### config.mk
export PLATFORM = sky130hd
export DESIGN_NAME = svb_ctrl
export DESIGN_NICKNAME = d
export VERILOG_FILES = /design/src/rtl/svb_pkg.sv /design/src/rtl/svb_ctrl.sv
export SDC_FILE = /design/constraint.sdc
export NUM_CORES = 1
export LEC_CHECK = 0
export ABC_AREA = 1
export BUFFER_PORTS_ARGS = -buffer_cell sky130_fd_sc_hd__buf_2
export CAP_MARGIN = 10
export CELL_PAD_IN_SITES_DETAIL_PLACEMENT = 2
export CELL_PAD_IN_SITES_GLOBAL_PLACEMENT = 2
export CORE_MARGIN = 2
export CORE_UTILIZATION = 26
export DETAILED_ROUTE_END_ITERATION = 16
export PLACE_DENSITY = 0.87
export SYNTH_ARGS = -nofsm -noshare
export SYNTH_HDL_FRONTEND = slang
export SYNTH_SLANG_ARGS = --single-unit
export TNS_END_PERCENT = 20
### constraint.sdc
create_clock -name clk -period 2.48 [get_ports clk]
set_input_delay 0.124 -clock clk [delete_from_list [all_inputs] [get_ports clk]]
set_output_delay 0.124 -clock clk [all_outputs]
set_load 0.005 [all_outputs]
### src/rtl/svb_pkg.sv
// ============================================================================
// svb_pkg: shared types, constants and helpers
// Sizes, operation codes and saturation functions for the skinned vertex blend.
// ============================================================================
package svb_pkg;

    localparam int JOINTS     = 64;
    localparam int INFLUENCES = 8;
    localparam int ELEMS      = 12;

    localparam int ADDR_W  = $clog2(JOINTS * ELEMS);
    localparam int CNT_W   = $clog2(INFLUENCES + 1);
    localparam int ELEM_W  = 4;

    localparam logic [15:0] WEIGHT_ONE    = 16'd32768;
    localparam logic [15:0] VIS_MIN_RESET = 16'd32736;

    localparam logic OP_WRITE     = 1'b0;
    localparam logic OP_INFLUENCE = 1'b1;

    // Commands from the sequencer to the datapath
    typedef struct packed {
        logic              capture;     // latch the accepted request
        logic              mem_we;      // write one palette element
        logic              mem_re;      // read palette element elem
        logic              load_prod;   // element times coordinate, or translation
        logic              acc_row;     // add product into the row sum
        logic              clr_row;     // zero the row sum
        logic              wmul;        // row times weight
        logic              wacc;        // add weighted row into its sum
        logic              count_inc;   // take one influence slot
        logic              vis_acc;     // add weight to vis sum if 3x3 block non-zero
        logic              load_out;    // load the result register
        logic              clr_vertex;  // drop the vertex state
        logic [ELEM_W-1:0] elem;        // palette element in work
    } svb_cmd_t;

    // Status from the datapath to the sequencer
    typedef struct packed {
        logic is_write;
        logic last;
        logic count_full;
        logic active;      // weight non-zero and joint in range
    } svb_stat_t;

    // Saturate a 51-bit signed value to 48 bits
    function automatic logic signed [47:0] sat48(input logic signed [50:0] v);
        logic signed [47:0] r;
        if ((v[50:47] == 4'b0000) || (v[50:47] == 4'b1111))
            r = v[47:0];
        else if (v[50])
            r = {1'b1, 47'b0};
        else
            r = {1'b0, {47{1'b1}}};
        return r;
    endfunction

    // Saturate a 48-bit signed value to 32 bits; top bit flags a clamp
    function automatic logic [32:0] sat32(input logic signed [47:0] v);
        logic [32:0] r;
        if ((v[47:31] == '0) || (v[47:31] == '1))
            r = {1'b0, v[31:0]};
        else if (v[47])
            r = {1'b1, 1'b1, 31'b0};
        else
            r = {1'b1, 1'b0, {31{1'b1}}};
        return r;
    endfunction

endpackage

### src/rtl/svb_ctrl.sv
// ============================================================================
// svb_ctrl: request sequencer
// Steps a request: decode, twelve palette reads if active, then the emit.
// ============================================================================
module svb_ctrl
    import svb_pkg::*;
(
    input  logic      clk,
    input  logic      rst_n,
    input  logic      in_valid,
    output logic      in_ready,
    output logic      out_valid,
    input  logic      out_ready,
    input  svb_stat_t stat,
    output svb_cmd_t  cmd
);

    localparam logic [3:0] S_IDLE   = 4'd0;
    localparam logic [3:0] S_DECODE = 4'd1;
    localparam logic [3:0] S_RD     = 4'd2;
    localparam logic [3:0] S_MUL    = 4'd3;
    localparam logic [3:0] S_ACC    = 4'd4;
    localparam logic [3:0] S_WMUL   = 4'd5;
    localparam logic [3:0] S_WACC   = 4'd6;
    localparam logic [3:0] S_VIS    = 4'd7;
    localparam logic [3:0] S_LAST   = 4'd8;

    localparam logic [ELEM_W-1:0] ELEM_LAST = ELEM_W'(ELEMS - 1);

    logic [3:0]        state_reg, state_next;
    logic [ELEM_W-1:0] elem_reg, elem_next;
    logic              out_valid_reg, out_valid_next;

    always_comb
    begin
        state_next = state_reg;
        elem_next  = elem_reg;
        cmd        = '0;
        cmd.elem   = elem_reg;
        in_ready   = 1'b0;
        unique case (state_reg)
            S_IDLE:
            begin
                in_ready = 1'b1;
                if (in_valid)
                begin
                    cmd.capture = 1'b1;
                    state_next  = S_DECODE;
                end
            end
            S_DECODE:
            begin
                if (stat.is_write)
                begin
                    cmd.mem_we = 1'b1;
                    state_next = S_IDLE;
                end
                else if (stat.count_full)
                    state_next = S_LAST;
                else
                begin
                    cmd.count_inc = 1'b1;
                    if (stat.active)
                    begin
                        cmd.clr_row = 1'b1;
                        elem_next   = '0;
                        state_next  = S_RD;
                    end
                    else
                        state_next = S_LAST;
                end
            end
            S_RD:
            begin
                cmd.mem_re = 1'b1;
                state_next = S_MUL;
            end
            S_MUL:
            begin
                cmd.load_prod = 1'b1;
                state_next    = S_ACC;
            end
            S_ACC:
            begin
                cmd.acc_row = 1'b1;
                if (elem_reg[1:0] == 2'd3)
                    state_next = S_WMUL;
                else
                begin
                    elem_next  = elem_reg + 1'b1;
                    state_next = S_RD;
                end
            end
            S_WMUL:
            begin
                cmd.wmul   = 1'b1;
                state_next = S_WACC;
            end
            S_WACC:
            begin
                cmd.wacc    = 1'b1;
                cmd.clr_row = 1'b1;
                if (elem_reg == ELEM_LAST)
                    state_next = S_VIS;
                else
                begin
                    elem_next  = elem_reg + 1'b1;
                    state_next = S_RD;
                end
            end
            S_VIS:
            begin
                cmd.vis_acc = 1'b1;
                state_next  = S_LAST;
            end
            S_LAST:
            begin
                if (!stat.last)
                    state_next = S_IDLE;
                else if (!out_valid_reg || out_ready)
                begin
                    cmd.load_out   = 1'b1;
                    cmd.clr_vertex = 1'b1;
                    state_next     = S_IDLE;
                end
            end
            default:
                state_next = S_IDLE;
        endcase
    end

    always_comb
    begin
        if (cmd.load_out)
            out_valid_next = 1'b1;
        else if (out_ready)
            out_valid_next = 1'b0;
        else
            out_valid_next = out_valid_reg;
    end

    assign out_valid = out_valid_reg;

    always_ff @(posedge clk or negedge rst_n)
    begin
        if (!rst_n)
        begin
            state_reg     <= S_IDLE;
            elem_reg      <= '0;
            out_valid_reg <= 1'b0;
        end
        else
        begin
            state_reg     <= state_next;
            elem_reg      <= elem_next;
            out_valid_reg <= out_valid_next;
        end
    end

endmodule

* After elaboration in Yosys (flattened, before gate mapping)
Index checks and enable logic that the tools add are counted.
** Operators by class
- Reduce and logical (&&, ||, !) cells :: 7
- Multiplexer cells :: 38
- $lt $le $gt $ge :: 0
- Bitwise gates (word level) :: 0
- Equality and inequality tests :: 17
- Div/mod/pow operators :: 0
- Shift-type cells :: 0
- $mul :: 0
- $add $sub $neg :: 1
** Operators with widths (count)
- 4-bit two-way mux :: 11
- 4-bit one-hot mux with 9 select lines :: 1
- 1-bit two-way mux :: 19
- 4-bit by 3-bit == test with 1-bit output, second input constant :: 4
- 2-bit inequality test, second input constant :: 6
- 4-bit one-hot mux with 3 select lines :: 1
- 4-bit by 2-bit == test with 1-bit output, second input constant :: 2
- 4-bit == test, second input constant :: 2
- 2-bit two-way mux :: 3
- 3-bit two-way mux :: 2
- 6-bit AND reduction :: 1
- 4-bit by 1-bit adder with 4-bit output, second input constant :: 1
- 4-bit by 1-bit == test with 1-bit output, second input constant :: 1
- 4-bit zero test :: 1
- 3-bit inequality test, second input constant :: 1
- 3-bit nonzero test :: 1
- 2-bit == test, second input constant :: 1
- 1-bit one-hot mux with 2 select lines :: 1
- 2-bit AND reduction :: 1
- 2-bit nonzero test :: 1
- 1-bit zero test :: 1
- 1-bit logical OR :: 1
** Storage, ports and cells
- Register bits after elaboration :: 9
- Output and inout bits :: 18
- Input port bits :: 8
- Word-level logic and storage cells :: 66
- Memories kept :: 0
- Memory bits (read-only) :: 0
- Latch bits :: 0
- RAM bits :: 0

* Logic depth before layout (Yosys ltp)
Gate-level depths: netlist of run 1.
- Depth in word-level cells :: 6
- Mapped depth :: 7
- Gate-level depth less buffers :: 7

* Worst setup path after synthesis of run 1
OpenSTA, ideal clock, no wires.
- Path type :: register to output
- From :: reg state_reg[0]
- To :: out cmd[4] in the netlist's numbering
- Arrival :: 1064 ps
- Stages on the path, launching flop included :: 8
- Slack :: 1292 ps
- Cells stage by stage :: dfrtp_1 buf_6 nor2_1 nand2_1 nor2_1 inv_1 nor2_1 buf_4
** RTL lines
- start, declared :: RTL line svb_ctrl.sv:30 : logic [3:0] state_reg, state_next;
- start signal, assigned :: RTL line svb_ctrl.sv:154 : state_reg <= state_next;
- end, declared :: RTL line svb_ctrl.sv:15 : output svb_cmd_t cmd

==> results.toml, run 1 <==
[drt]
vias = 770
viasPerCell = 4.843
drtIter0Drc = 13
wl_per_cell_um = 14.52
firstDrtPassIters = 4
drtAntennaViolNets = 0
drc = 0
routed_wl_um = 2309

[synthesis]
syn_area_um2 = 683.2
synth_top_area_share_pct = 32.97
syn_inst = 102
ys_ff_latch = 9
synth_top_area_cell = "dfrtp_1"
syn_area_per_cell_um2 = 6.698
ys_warn_count = 0
synth_nets = 111
synth.area.top_cells = "dfrtp_1, nand2_1, inv_1, nand3_1, nor2_1"
yosysSeqAreaShare_pct = 32.97
yosysUniqueCellTypes = 20

[placed_design]
port_buffers = 25
place_hpwl_um = 1900
gp_congestion = 0.8205
dp_slack_ps = 1124
dpl_cell_area_um2 = 819.5

[grt]
grt_start_max_net_pins = 10
grt_pass1_vias = 808
track_usage_pct = 15.40
antenna_found_initial = 0
use_met3_pct = 1.639
met2_usage_pct = 29.59
met1_usage_pct = 17.73
grt_overflow = 0
grt.busiest_layer = "met2"
grt_pass1_wl_um = 3719

[clock_tree]
clkTransAtPathRegs_ps = 70
numCtsBuffers = 3
post_cts_buffers = 0
root_buffer = "clkbuf_4"
clock_path_buffers = 2
cts_sinks = 9
cts_tree = "built"
htreeDepth = 1
clkLatencyLatePin_ps = 260

[sta]
final_hold_viol_count = 0
relSlewSlack_pct = 80.91
rsz0062_at_grt = "false"
setup_viol_count_final = 0
fin_crit_sh_pct = 65.68
fin_hold_ws_ps = 60.67
max_slew.worst_pin.slew_ps = 286.4
period_needed_ps = 1629
setup_ws_ps = 851.2
worst_clock_skew_ps = 0.3151
slew_viol_final = 0
tns_ps = 0
max_freq_mhz = 613.9

[worst_setup_path]
arrival_ps = 1500
cp_max_fo = 6
crit_type = "flip-flop to primary output"
startpoint_type = "flip-flop"
required_ps = 2360
end_kind = "primary output"

[pwr]
p_leak_nw = 0.5302
ir_drop_v = 0.0002952
powerDensity_mw_per_mm2 = 876.1

[layout]
area_growth_pct = 25.27
stdcell_area_um2 = 855.8
fin_nets = 139
layout-drive-gt1-share_pct = 32.56
diodes = 0
final_util_pct = 34.55

[die]
pin_count = 26
initial_core_util_pct = 27.58
fp.dieW_um = 55.26
rows = 18
die_h_um = 55.26
core-area_mm2 = 0.002477
die_area_mm2 = 0.003054

[status]
outcome = "finished clean"

[hold_path]
hp-class = "input pin to flip-flop"

[run]
cap_violations = 0
[synthesized netlist by cell type (all sizes together)]
cell type	instances
buf	3
nand4	2
ha	1
a21oi	1
nor3	2
dfrtp	9
inv	20
nand3	15
o21ai	3
nand2	29
nor2	17
[routing by layer]
layer,vias to the layer above,routed length [um]
met3,4,79
met1,376,932
li1,369,-
met5,-,0
met4,0,26
met2,21,1270
[repair_timing]
action	in CTS	in global routing
resized for setup	0	0
hold buffers	1	0
endpoints found under the hold margin	9	0
[cells by family after synthesis]
group	count (synthesis)	synth area share, %
adder cells (fa/ha/maj)	1	1.831
AO/OA/AOI/OAI	4	4.577
flip-flops	9	32.97
AND/OR/NAND/NOR	65	45.79
buffers and inverters	23	14.83
[power by group]
part / leakage, nW / internal [W] / switching [W]
Clock: 0.0150 / 0.0000622 / 0.0000580
Sequential: 0.122 / 0.000178 / 0.0000562
Combinational: 0.393 / 0.000140 / 0.000255
Total: 0.530 / 0.000381 / 0.000369
[path summary, 6_finish.rpt]
kind                              start      endpoint  slack [ps]  cells after the start
min in group asynchronous         rst_n  state_reg[3]         240                      2
setup reg to reg           state_reg[2]   elem_reg[2]        1110                      6
max in group asynchronous         rst_n     out_valid        2060                      2
hold / removal                out_ready     out_valid          60                      2
hold reg to reg               out_valid     out_valid         550                      2
setup / recovery           state_reg[1]        cmd[4]         850                      6
[layout by cell type (no fill, tap or decap), drive strengths merged]
cell         Yosys  routed
a21oi            1       1
buf              3      25
clkbuf           0       4
dfrtp            9       9
dlygate4sd3      0       1
ha               1       1
inv             20      20
nand2           29      29
nand3           15      15
nand4            2       2
nor2            17      17
nor3             2       2
o21ai            3       3
[worst max-delay path: stages (launching register included)]
cell and delay [ps]:
dfrtp_1 470, nor2_1 230, nand2_1 70, nor2_1 130
inv_1 70, nor2_1 120, buf_2 130
[per-stage QoR]
stage,power (W),instances
after floorplan,0.0005065,102
after global placement,0.0005969,154
after detailed placement,0.0006281,154
after CTS,0.0007609,159
after global routing,0.0008100,159
final,0.0007498,159
[area by class of cell]
cell class	count	area, um2
clock buffers	4	26.28
fillers	335	1622
inverters	20	75.07
multi-input cells	70	356.6
flip-flops and latches	9	225.2
well taps	30	37.54
repair buffers	26	135.1
Note: power is estimated with default switching activity, not from simulation.
==> run 2, diff against run 1 <==
--- a/config.mk
+++ b/config.mk
@@ -11,9 +11,9 @@
 export CELL_PAD_IN_SITES_DETAIL_PLACEMENT = 2
 export CELL_PAD_IN_SITES_GLOBAL_PLACEMENT = 2
 export CORE_MARGIN = 2
-export CORE_UTILIZATION = 26
+export CORE_UTILIZATION = 24
 export DETAILED_ROUTE_END_ITERATION = 16
-export PLACE_DENSITY = 0.87
+export PLACE_DENSITY = 0.81
 export SYNTH_ARGS = -nofsm -noshare
 export SYNTH_HDL_FRONTEND = slang
 export SYNTH_SLANG_ARGS = --single-unit
==> constraint.sdc (replaced) <==
create_clock -name clk -period 1.7 [get_ports clk]
set_input_delay 0.085 -clock clk [delete_from_list [all_inputs] [get_ports clk]]
set_output_delay 0.085 -clock clk [all_outputs]
set_load 0.005 [all_outputs]
==> results.toml, run 2 (synthesis gave the netlist of run 1 again) <==
[sta]
max_freq_mhz = 642.1
period_needed_ps = 1557
rsz0062_at_grt = "false"
relSlewSlack_pct = 79.42
setup_viol_count_final = 0
max_slew.worst_pin.slew_ps = 308.8
worst_clock_skew_ps = 0.8555
fin_crit_sh_pct = 91.61
slew_viol_final = 0
final_hold_viol_count = 0
tns_ps = 0

[clock_tree]
cts_sinks = 9
cts_tree = "built"
post_cts_buffers = 0
clkTransAtPathRegs_ps = 70
htreeDepth = 1
clkLatencyLatePin_ps = 280
clock_path_buffers = 2
root_buffer = "clkbuf_4"
numCtsBuffers = 3

[status]
outcome = "finished clean"

[pwr]
ir_drop_v = 0.0005061
p_leak_nw = 0.5305
powerDensity_mw_per_mm2 = 1290
finalPower_w = 0.001117

[die]
pin_count = 26
initial_core_util_pct = 24.99
die_h_um = 57.35
fp.dieW_um = 57.35
core-area_mm2 = 0.002734
rows = 19
die_area_mm2 = 0.003289

[worst_setup_path]
rrSetupSlack_ps = 370
crit_type = "flip-flop to primary output"
crit_chain = "nor2_2 > nand3_2 > nor3_2 > nand2_1 > nand2_1 > buf_2"
timing.rr.start = "state_reg[0]"
startpoint_type = "flip-flop"
arrival_ps = 1470
slowest_delay_ps = 450
crit_start = "state_reg[3]"
end_kind = "primary output"
required_ps = 1620
crit_top_cell = "nand2_1"
cp_slowest_cell = "dfrtp_1"
rr_endpoint = "elem_reg[1]"
crit_path_end = "cmd[10]"
cp_max_fo = 4
rr_worst_depth = 6

[drt]
drtIter0Drc = 4
viasPerCell = 4.719
routed_wl_um = 2225
drc = 0
vias = 755
firstDrtPassIters = 2
drtAntennaViolNets = 0
wl_per_cell_um = 13.91

[layout]
fin_nets = 139
diodes = 0
stdcell_area_um2 = 865.8
final_common_cell = "nand2_1"
layout-drive-gt1-share_pct = 34.88
area_growth_pct = 26.74
final_cell_mix = "nand2_1, buf_2, inv_1, nor2_1, nand3_1"
final_cells = 160

[placed_design]
gp_congestion = 0.7550
port_buffers = 25
dpl_cell_area_um2 = 820.8
place_hpwl_um = 1789
placed_cells = 155

[grt]
grt_pass1_vias = 819
grt_pass1_wl_um = 3732
grt_overflow = 0
track_usage_pct = 14.77
grt_start_max_net_pins = 10
antenna_found_initial = 0

[hold_path]
hp-class = "input pin to flip-flop"
hold_depth = 2

[run]
cap_violations = 0
run 2: cell count changes in the layout (fill, tap and decap cells not counted):
cell,change
dfrtp_1,-1
dfrtp_2,+1
inv_1,-1
inv_2,+1
nor2_1,-1
nor2_4,+1
run 2: repair_timing:
action | in CTS | in global routing
hold buffers | 1 | 0
endpoints found under the hold margin | 9 | 0
endpoints found under the setup margin | 0 | 2
resized for setup | 0 | 4
run 2: final cells by class:
| class | count | area (um2) |
|---|---|---|
| clock buffers | 4 | 26.28 |
| inverters | 20 | 75.07 |
| repair buffers | 26 | 135.1 |
| well taps | 31 | 38.79 |
| flip-flops and latches | 9 | 226.5 |
| fillers | 328 | 1868 |
| multi-input cells | 70 | 364.1 |
run 2: worst max-delay path: cells and delay by family, from the launching register on:
family                 cells  cell delay, ps
AND/OR/NAND/NOR            5             650
flip-flops                 1             450
buffers and inverters      1             100
run 2: where the power goes:
part | switching [W] | internal (W)
Clock | 0.0000924 | 0.0000913
Sequential | 0.0000936 | 0.000262
Combinational | 0.000365 | 0.000213
Total | 0.000551 | 0.000566
run 2: layer usage:
layer | wire [um] | up-vias | track usage, % | part of all wire (%)
li1 | - | 366 | - | -
met5 | 0 | - | 0 | 0
met3 | 65 | 5 | 0.9070 | 2.9
met4 | 51 | 0 | 7.973 | 2.3
met2 | 1105 | 18 | 24.84 | 50
met1 | 1002 | 366 | 18.85 | 45
run 2: through the flow:
| stage | hold slack [ps] | utilization [%] | worst slack (ps) |
|---|---|---|---|
| after detailed placement | -44.37 | 30.02 | 387.6 |
| after global placement | -40.40 | 30.02 | 468.4 |
| after floorplan | -210.6 | - | 551.0 |
| final | 10.25 | 31.67 | 142.7 |
| after global routing | 30.31 | 31.67 | 1.745 |
| after CTS | 20.09 | 31.35 | 78.73 |
run 2: how the worst min path moves through the flow:
stage,start,endpoint,slack [ps]
after CTS,out_ready,out_valid,20
after global placement,rst_n,elem_reg[0],-40
after global routing,out_ready,out_valid,30
after detailed placement,rst_n,state_reg[1],-40
after floorplan,rst_n,elem_reg[0],-210
final,out_ready,out_valid,10
